## src/sv/pvpcd_pkg.sv

```systemverilog
// Package for the pneumatic valve and pump command decoder: action codes, modes and types.
package pvpcd_pkg;

  // Action characters (ASCII).
  localparam logic [7:0] ACT_STOP         = 8'h21; // '!'
  localparam logic [7:0] ACT_INFLATE      = 8'h2B; // '+'
  localparam logic [7:0] ACT_VACUUM       = 8'h2D; // '-'
  localparam logic [7:0] ACT_HALF_INFLATE = 8'h70; // 'p'
  localparam logic [7:0] ACT_HALF_VACUUM  = 8'h6E; // 'n'
  localparam logic [7:0] ACT_RELEASE      = 8'h5E; // '^'
  localparam logic [7:0] ACT_OPEN_PORTS   = 8'h6F; // 'o'
  localparam logic [7:0] ACT_CLOSE_PORTS  = 8'h63; // 'c'
  localparam logic [7:0] ACT_POWER_OFF    = 8'h66; // 'f'
  localparam logic [7:0] ACT_RED_LED      = 8'h72; // 'r'
  localparam logic [7:0] ACT_BLUE_LED     = 8'h62; // 'b'
  localparam logic [7:0] ACT_QUERY        = 8'h3F; // '?'

  // Hardware modes.
  localparam logic [2:0] MODE_GENERAL         = 3'd0;
  localparam logic [2:0] MODE_INFLATE_SERIES  = 3'd1;
  localparam logic [2:0] MODE_INFLATE_PARALLEL = 3'd2;
  localparam logic [2:0] MODE_VACUUM_SERIES   = 3'd3;
  localparam logic [2:0] MODE_VACUUM_PARALLEL = 3'd4;

  localparam int unsigned NUM_PORTS = 5;

  // Held drives of the controller, plus the per-item query flag.
  typedef struct packed {
    logic                 inlet_valve;
    logic                 outlet_valve;
    logic                 pump_one;
    logic                 pump_two;
    logic [NUM_PORTS-1:0] port_valves;
    logic                 red_led;
    logic                 blue_led;
    logic                 power_off;
    logic                 pressure_request;
  } drive_t;

endpackage

```

## src/sv/pneumatic_valve_pump_command_decoder_unit.sv

```systemverilog
// Top level of the pneumatic valve and pump command decoder.
//
//  Channel   Direction  Handshake             Payload
//  in_       item in    in_valid / in_stall   in_action_code[7:0], in_port_mask[7:0]
//  out_      item out   out_valid / out_stall inlet, outlet, pumps, port_valves[4:0],
//                                              LEDs, power_off, pressure_request
//  cfg_      write      cfg_valid / cfg_ready cfg_wdata[2:0] (hardware mode)
//
// Each command passes through two registers: an input register and the result
// register, which also holds the controller's drive state. An accepted item moves from
// the input register into the result register once the result register is free, and
// its result is then shown on the outputs. One command is taken every cycle
// while the result side keeps up. The rate is set by the single decode between the
// two registers. Reset is synchronous and active low; it clears the drives, the
// mode and both valid flags. A stall on the result side holds the result register,
// and the input register then fills and raises in_stall.
module pneumatic_valve_pump_command_decoder_unit (
  input  logic       clk,
  input  logic       rst_n,
  // Command input
  input  logic       in_valid,
  output logic       in_stall,
  input  logic [7:0] in_action_code,
  input  logic [7:0] in_port_mask,
  // Result output
  output logic       out_valid,
  input  logic       out_stall,
  output logic       out_inlet_valve,
  output logic       out_outlet_valve,
  output logic       out_pump_one,
  output logic       out_pump_two,
  output logic [4:0] out_port_valves,
  output logic       out_red_led,
  output logic       out_blue_led,
  output logic       out_power_off,
  output logic       out_pressure_request,
  // Configuration write
  input  logic       cfg_valid,
  output logic       cfg_ready,
  input  logic [2:0] cfg_wdata
);
  import pvpcd_pkg::*;

  // Hardware mode register.
  logic [2:0] mode_r;

  // Input register stage.
  logic       s1_valid_r;
  logic [7:0] s1_act_r;
  logic [7:0] s1_mask_r;

  // Result register. Apart from the query flag it is also the controller state,
  // which only moves on when a command is written into it, so it is always the
  // state after the last command shown.
  logic   out_valid_r;
  drive_t res_r;
  drive_t res_nxt;

  logic out_free;
  logic s1_move;
  logic in_accept;

  // The result register can take a new item when it is empty or being taken.
  assign out_free  = !out_valid_r || !out_stall;
  assign s1_move   = s1_valid_r && out_free;
  assign in_stall  = s1_valid_r && !out_free;
  assign in_accept = in_valid && !in_stall;
  assign cfg_ready = 1'b1;

  always_ff @(posedge clk) begin
    if (!rst_n) begin
      mode_r <= MODE_GENERAL;
    end else if (cfg_valid && cfg_ready) begin
      mode_r <= cfg_wdata;
    end
  end

  always_ff @(posedge clk) begin
    if (!rst_n) begin
      s1_valid_r <= 1'b0;
    end else if (in_accept) begin
      s1_valid_r <= 1'b1;
    end else if (s1_move) begin
      s1_valid_r <= 1'b0;
    end
  end

  always_ff @(posedge clk) begin
    if (in_accept) begin
      s1_act_r  <= in_action_code;
      s1_mask_r <= in_port_mask;
    end
  end

  // Stop: close both valves, stop both pumps, close the masked ports.
  function automatic drive_t halt_all(drive_t s, logic [NUM_PORTS-1:0] m);
    drive_t r;
    r              = s;
    r.inlet_valve  = 1'b0;
    r.outlet_valve = 1'b0;
    r.pump_one     = 1'b0;
    r.pump_two     = 1'b0;
    r.port_valves  = s.port_valves & ~m;
    return r;
  endfunction

  logic [NUM_PORTS-1:0] m5;
  logic                 m5_any;
  logic                 mode_gen;
  logic                 mode_infl;
  logic                 mode_vac;

  assign m5        = s1_mask_r[NUM_PORTS-1:0];
  assign m5_any    = |m5;
  assign mode_gen  = (mode_r == MODE_GENERAL);
  assign mode_infl = (mode_r == MODE_INFLATE_SERIES) || (mode_r == MODE_INFLATE_PARALLEL);
  assign mode_vac  = (mode_r == MODE_VACUUM_SERIES) || (mode_r == MODE_VACUUM_PARALLEL);

  // Command decode: next drive state from the current state and the held command.
  always_comb begin
    res_nxt                  = res_r;
    res_nxt.pressure_request = 1'b0;
    unique case (s1_act_r)
      ACT_STOP: begin
        res_nxt = halt_all(res_nxt, m5);
      end
      ACT_INFLATE: begin
        res_nxt = halt_all(res_nxt, m5);
        if ((mode_gen || mode_infl) && m5_any) begin
          res_nxt.inlet_valve = 1'b1;
          res_nxt.port_valves = m5;
          res_nxt.pump_one    = 1'b1;
          res_nxt.pump_two    = !mode_gen;
        end
      end
      ACT_HALF_INFLATE: begin
        res_nxt = halt_all(res_nxt, m5);
        if (mode_infl && m5_any) begin
          res_nxt.inlet_valve = 1'b1;
          res_nxt.port_valves = m5;
          res_nxt.pump_one    = 1'b1;
        end
      end
      ACT_VACUUM: begin
        res_nxt = halt_all(res_nxt, m5);
        if ((mode_gen || mode_vac) && m5_any) begin
          res_nxt.outlet_valve = 1'b1;
          res_nxt.port_valves  = m5;
          res_nxt.pump_two     = 1'b1;
          res_nxt.pump_one     = !mode_gen;
        end
      end
      ACT_HALF_VACUUM: begin
        res_nxt = halt_all(res_nxt, m5);
        if (mode_vac && m5_any) begin
          res_nxt.outlet_valve = 1'b1;
          res_nxt.port_valves  = m5;
          res_nxt.pump_one     = 1'b1;
        end
      end
      ACT_RELEASE: begin
        res_nxt = halt_all(res_nxt, m5);
        if (m5_any) begin
          res_nxt.port_valves = m5;
          // General and inflation set-ups vent through the outlet, all others through the inlet.
          if (mode_gen || mode_infl) begin
            res_nxt.outlet_valve = 1'b1;
          end else begin
            res_nxt.inlet_valve = 1'b1;
          end
        end
      end
      ACT_OPEN_PORTS: begin
        res_nxt.port_valves = res_r.port_valves | m5;
      end
      ACT_CLOSE_PORTS: begin
        res_nxt.port_valves = res_r.port_valves & ~m5;
      end
      ACT_POWER_OFF: begin
        if (s1_mask_r == ACT_POWER_OFF) begin
          res_nxt.power_off = 1'b1;
        end
      end
      ACT_RED_LED: begin
        res_nxt.red_led = |s1_mask_r;
      end
      ACT_BLUE_LED: begin
        res_nxt.blue_led = |s1_mask_r;
      end
      ACT_QUERY: begin
        if (s1_mask_r != ACT_QUERY) begin
          res_nxt.inlet_valve  = 1'b0;
          res_nxt.outlet_valve = 1'b0;
          res_nxt.pump_one     = 1'b0;
          res_nxt.pump_two     = 1'b0;
          res_nxt.port_valves  = m5;
        end
        res_nxt.pressure_request = 1'b1;
      end
      default: begin
      end
    endcase
  end

  always_ff @(posedge clk) begin
    if (!rst_n) begin
      out_valid_r <= 1'b0;
      res_r       <= '0;
    end else begin
      if (s1_move) begin
        res_r <= res_nxt;
      end
      if (out_free) begin
        out_valid_r <= s1_valid_r;
      end
    end
  end

  assign out_valid            = out_valid_r;
  assign out_inlet_valve      = res_r.inlet_valve;
  assign out_outlet_valve     = res_r.outlet_valve;
  assign out_pump_one         = res_r.pump_one;
  assign out_pump_two         = res_r.pump_two;
  assign out_port_valves      = res_r.port_valves;
  assign out_red_led          = res_r.red_led;
  assign out_blue_led         = res_r.blue_led;
  assign out_power_off        = res_r.power_off;
  assign out_pressure_request = res_r.pressure_request;

endmodule

```

## config.mk

```make
export PLATFORM = sky130hd
export DESIGN_NAME = pneumatic_valve_pump_command_decoder_unit
export DESIGN_NICKNAME = d
export VERILOG_FILES = /design/src/sv/pvpcd_pkg.sv /design/src/sv/pneumatic_valve_pump_command_decoder_unit.sv
export SDC_FILE = /design/constraint.sdc
export NUM_CORES = 1
export LEC_CHECK = 0
export BUFFER_PORTS_ARGS = -buffer_cell sky130_fd_sc_hd__buf_4
export CORE_MARGIN = 8
export CORE_UTILIZATION = 33
export CTS_BUF_LIST = sky130_fd_sc_hd__clkbuf_16
export CTS_CLUSTER_DIAMETER = 80
export DETAILED_ROUTE_END_ITERATION = 8
export GPL_ROUTABILITY_DRIVEN = 0
export SETUP_SLACK_MARGIN = 0.5
export SLEW_MARGIN = 20
export SYNTH_ARGS = -nofsm -noshare
export SYNTH_HDL_FRONTEND = slang
export SYNTH_SLANG_ARGS = --single-unit
```

## constraint.sdc

```tcl
create_clock -name clk -period 5.6 [get_ports clk]
set_clock_uncertainty 0.15 [all_clocks]
set_input_delay 0.84 -clock clk [delete_from_list [all_inputs] [get_ports clk]]
set_output_delay 0.84 -clock clk [all_outputs]
set_load 0.005 [all_outputs]
```

==> results of run 1 <==
cells in the final DEF (no fill, tap or decap), drive strengths merged, types with 2 or more instances in the layout:
cell type  instances
buf               41
nand2             20
dfxtp             18
edfxtp            16
nor2b             12
a21oi             12
nor2              10
nor3               9
nand3              7
a211oi             7
mux2i              7
o21ai              7
o31ai              6
nor4               6
inv                5
nand4b             5
clkbuf             5
and3               4
nand2b             4
a2bb2oi            4
a22o               4
or4                4
a21boi             4
or2                4
o22ai              3
o32ai              3
a211o              3
nand4bb            3
xor2               2
o22a               2
a21o               2
o21a               2
nor4b              2
clkinv             2
area by class of cell:
type / instances / area (µm²)
Clock buffer: 5 / 125
Clock inverter: 3 / 16.3
Fill cell: 623 / 3720
Inverter: 5 / 18.8
Multi-Input combinational cell: 175 / 1230
Sequential cell: 34 / 841
Tap cell: 77 / 96.3
Timing Repair Buffer: 41 / 308
state kept, by name, indices dropped and copies added (netlist names):
signal	count
s1_mask_r	8
s1_valid_r	1
out_blue_led	1
out_pump_one	1
out_red_led	1
out_valid	1
out_inlet_valve	1
mode_r	3
out_pressure_request	1
out_power_off	1
out_port_valves	5
out_pump_two	1
s1_act_r	8
out_outlet_valve	1
logic make-up (layout without fill, tap and decap cells):
| kind of cell | Yosys count | after routing | synth area share |
|---|---|---|---|
| and+or+nand+nor | 97 | 97 | 0.287 |
| AOI/OAI and AO/OA | 68 | 68 | 0.236 |
| DFF | 34 | 34 | 0.387 |
| buffers and inverters | 20 | 54 | 0.0489 |
| muxes | 7 | 7 | 0.0322 |
| xor gates and xnor gates | 2 | 2 | 0.00806 |
| other | 1 | 1 | 0.00172 |
worst register-to-register path, delay by kind of cell, from the launching register on:
family | cells | cell delay, ns
flip-flops | 1 | 0.56
AND/OR/NAND/NOR | 4 | 1.55
AO/OA/AOI/OAI | 2 | 0.38
worst min-delay path by stage:
stage          cells past startpoint  slack (ns)         endpoint             from
5_1_grt                            2        0.33  out_inlet_valve  out_inlet_valve
2_1_floorplan                      2        0.30  out_inlet_valve  out_inlet_valve
3_5_place_dp                       2        0.30     out_pump_two     out_pump_two
3_3_place_gp                       2        0.30     out_pump_two     out_pump_two
6_report                           2        0.30     out_pump_two     out_pump_two
4_1_cts                            2        0.30     out_pump_two     out_pump_two
power breakdown:
group / switching [µW] / leakage, µW / internal, µW
clock network: 108 / 0.0000672 / 162
logic: 31.0 / 0.000618 / 29.6
registers: 15.9 / 0.000302 / 271
metal layers:
| layer | share of wire | vias to the layer above | global-route usage |
|---|---|---|---|
| met5 | 0 | - | 0 |
| li1 | - | 944 | - |
| met1 | 0.48 | 891 | 0.153 |
| met4 | 0.0094 | 0 | 0.0367 |
| met2 | 0.46 | 64 | 0.185 |
| met3 | 0.055 | 6 | 0.0327 |
per-stage QoR:
stage	area, µm²	setup slack, ns	std cells
finish	2630	2.85	340
global route	2630	2.75	340
CTS	2630	2.90	340
detailed placement	2490	2.90	332
global placement	2490	2.94	332
floorplan	2170	3.26	229
==> metrics, run 1 <==
outcome completed; Max clock buf depth 2; Total Wirelength 5.64 mm; Hold Crit Class flip-flop to flip-flop; R2R Path End out_port_valves[0]; Hold WS 0.301 ns; top-count cell post-synth nand2_1; Root Driver clkbuf_16; CP Capture Point out_port_valves[0]; Post-Syn Area per Cell approximately 9.5 µm²; Vias/cell approximately 5.6; Cells after Synth 229; Synth Cell Area 2170 µm²; post_cts resized 0; number of synthesized flops with an enable pin 16; Max FO, Critical Path 11; DR vias 1,905; Final setup viols 0; reg2reg path depth 6; CTS tree yes; synth cell count leaders 20 x nand2_1, 18 x dfxtp_1, 16 x edfxtp_1; share of cells above drive strength 1 0.251; post-layout util 0.415; io pins 40; sequential area share after synthesis 0.387; unrepaired setup endpoints after global routing no; Skew-Pair Late Insertion Delay around 0.28 ns; Rows 29; share of flip-flops with an asynchronous set or reset 0; global-route wire length before repair roughly 9.4 mm; startpoint types flip-flop; layout overhead on the synthesized area 21.1%; reg2reg setup slack 2.85 ns; H-tree depth 2; remaining antenna violation count 0; Post-DP HPWL ~4.2 mm; Setup Buffers After CTS 0; syn_nets about 250; post-route setup TNS 0 ns; Die Y around 97 µm; max_slew headroom 0.566; final period utilization 0.490; max_cap viols 0; GRT Util Overall 0.118; DRC viols 0; nets around 290; DR iter-0 viols about 160; worst slew pin tran 0.646 ns; initial cell density of the core 0.342; Crit-path slowest cell or3b_1; CP arrival between 2 and 3 ns; clk sinks 34; Die W roughly 100 µm; Ys Warns 0; DR pass1 iterations 4; PwrDens 235 nW/µm²; unique cell type count in the Yosys netlist 63; critical path class flip-flop to flip-flop; core area around 6300 µm²; vias in the first global route approximately 1,900; #FFs+latches synth 34; origin of the worst setup path s1_act_r[6]; diode count 0; Worst-path clk slew about 0.06 ns; Fmax about 360 MHz; IO buf count 38; Worst Path Buf+Inv 0; WP depth 6; Final Hold Fails 0; Overall Power slightly above 600 µW; die area approximately 9400 µm²; Synth Flop Type dfxtp_1; Area contributors post-synth edfxtp_1 22%, dfxtp_1 17%, nand2_1 3.5%, nor2b_1 3.5%, mux2i_1 3.2%; Final Max Slew Viols 0; initial antenna violation count 0; reg2reg start s1_act_r[6]; GR Overflow Total 0; Post-CTS Hold Buffers 0; Crit. End Element flip-flop; WP data required 5.62 ns; largest net degree at the start of global routing 23; slowest cell delay on critical path 0.57 ns; Synth area leader edfxtp_1; area share of the largest cell type after synthesis 0.221; CTS Buf Count 5; DR WL/cell 16.6 µm; family with the most delay on the worst path simple AND/OR/NAND/NOR gates; Tmin final approximately 2.7 ns; Lkg Pwr about 0.00099 µW; VDD IR-drop max ~140 µV; CP cell instances or3b_1 > nor4_4 > or4_1 > o21ai_2 > and3_1 > a211o_1
Note: power is estimated with default switching activity, not from simulation.
==> run 2, diff against run 1 <==
==> constraint.sdc (replaced) <==
create_clock -name clk -period 2.25 [get_ports clk]
set_clock_uncertainty 0.15 [all_clocks]
set_input_delay 0.3375 -clock clk [delete_from_list [all_inputs] [get_ports clk]]
set_output_delay 0.3375 -clock clk [all_outputs]
set_load 0.005 [all_outputs]
==> run 2 against run 1 <==
The flow now finishes with violations (negative setup slack). Critical path type unchanged. Cell count rose by 20%. Via count up 16%. Register-to-register slack got worse by 2.9 ns. First-iteration DRC count is 26% lower. Wire length is 16% higher. Critical path depth grew 2. Fmax grew 21%. Power rose to 2.7 times the previous value. Global-route usage up 1.6 points. Worst setup slack got worse by 2.9 ns.
==> metrics, run 2 (synthesis gave the netlist of run 1 again) <==
outcome finished with violations; violated checks negative setup slack; VDD IR-drop max ~420 µV; DR iter-0 viols 120; Final Max Slew Viols 0; Root Driver clkbuf_16; combinational share of power 0.156; CTS Buf Count 5; global-route wire length before repair roughly 11 mm; share of cells above drive strength 1 0.503; initial cell density of the core 0.342; Fmax about 440 MHz; Final Worst Setup Slack -0.0244 ns; Lkg Pwr about 0.0014 µW; Vias/cell between 5 and 6; Max FO, Critical Path 5; Die Y between 90 and 100 µm; clk sinks 34; Tmin final roughly 2.3 ns; max_cap viols 0; Overall Power ~1600 µW; commonest non-fill, non-tap cell in the layout buf_4; Hold Crit Class primary input to flip-flop; most frequent cells in the layout 101 x buf_4, 19 x nand2_1, 18 x dfxtp_1, 16 x edfxtp_1, 11 x nor2b_1; CTS tree yes; area of the multi-input gates 1450 µm²; die area 9440 µm²; critical path class flip-flop to flip-flop; Int Power about 1200 µW; Hold WS ~0.075 ns; Max clock buf depth 2; largest net degree at the start of global routing 23; Worst-path clk slew 0.06 ns; io pins 40; Post-CTS Hold Buffers 0; Skew-Pair Late Insertion Delay 0.29 ns; Flop pwr share 0.423; Post-DP HPWL 4.53 mm; IO buf count 38; Crit. End Element flip-flop; GRT Util Overall 0.134; final period utilization 1.01; layout overhead on the synthesized area 57.2%; WP data required 2.28 ns; diode count 0; Final setup viols 2; nets approximately 360; Switch Pwr 428 µW; # fillers 542; post-layout util 0.539; Die W 97.2 µm; PwrDens 481 nW/µm²; DRC viols 0; GR Overflow Total 0; startpoint types flip-flop; remaining antenna violation count 0; DR WL/cell between 15 and 20 µm; DR vias ~2,200; unrepaired setup endpoints after global routing yes; sequential cell area between 800 and 900 µm²; core area between 6000 and 7000 µm²; dpl ws -0.0834 ns; vias in the first global route 2,205; DR pass1 iterations 4; Rows 29; Total Wirelength 6.55 mm; Non-Filler Instances 409; switching fraction of total power 0.260; placed cells roughly 380; CP arrival between 2 and 2.5 ns; H-tree depth 2; Clk pwr share 0.420; initial antenna violation count 0; Final Hold Fails 0
-- run 2: cell type report --
class	count	area share
multi-input cells	175	0.424
repair buffers	110	0.254
flip-flops and latches	34	0.246
clock buffers	5	0.0366
well taps	77	0.0282
clock inverters	3	0.00585
inverters	5	0.00549
-- run 2: stage by stage --
step | area, µm² | setup TNS, ns
global route | 3420 | -0.692
global placement | 2860 | -0.196
CTS | 3300 | 0
floorplan | 2220 | 0
finish | 3420 | -0.0469
detailed placement | 2860 | -0.267
-- run 2: worst paths after layout --
kind / startpoint / end / slack [ns] / cells after the start
worst max-delay path: s1_act_r[6] / out_port_valves[0] / -0.02 / 8
worst min-delay path: in_port_mask[0] / s1_mask_r[0] / 0.07 / 1
worst max register to register: s1_act_r[6] / out_port_valves[0] / -0.02 / 8
worst min register to register: out_inlet_valve / out_inlet_valve / 0.31 / 2
-- run 2: power groups by stage --
stage | clock, µW | sequential (µW) | combinational (µW)
3_5_place_dp | 0 | 710 | 209
5_1_grt | 726 | 701 | 276
6_report | 692 | 697 | 257
4_1_cts | 693 | 696 | 244
3_3_place_gp | 0 | 709 | 207
2_1_floorplan | 0 | 704 | 118
-- run 2: routing by layer --
layer	GRT usage	vias up	wire, µm
met5	0	-	0
met4	0.0438	0	125
met3	0.0427	12	484
met2	0.224	87	3120
met1	0.158	1034	2820
li1	-	1082	-
-- run 2: worst max-delay path, cell delays in order (launching register included) --
cell	delay, ns
edfxtp_1	0.45
buf_6	0.17
nand4b_1	0.17
nor4_4	0.07
or4_4	0.50
buf_6	0.16
a211oi_2	0.16
a211oi_2	0.06
a211o_1	0.28
-- run 2: timing repair --
| action | 4_1_cts | 5_1_grt |
|---|---|---|
| cloned | 2 | 0 |
| buffers inserted | 17 | 6 |
| pin swaps | 9 | 8 |
| resized for setup | 28 | 15 |
| setup endpoints to repair | 12 | 13 |
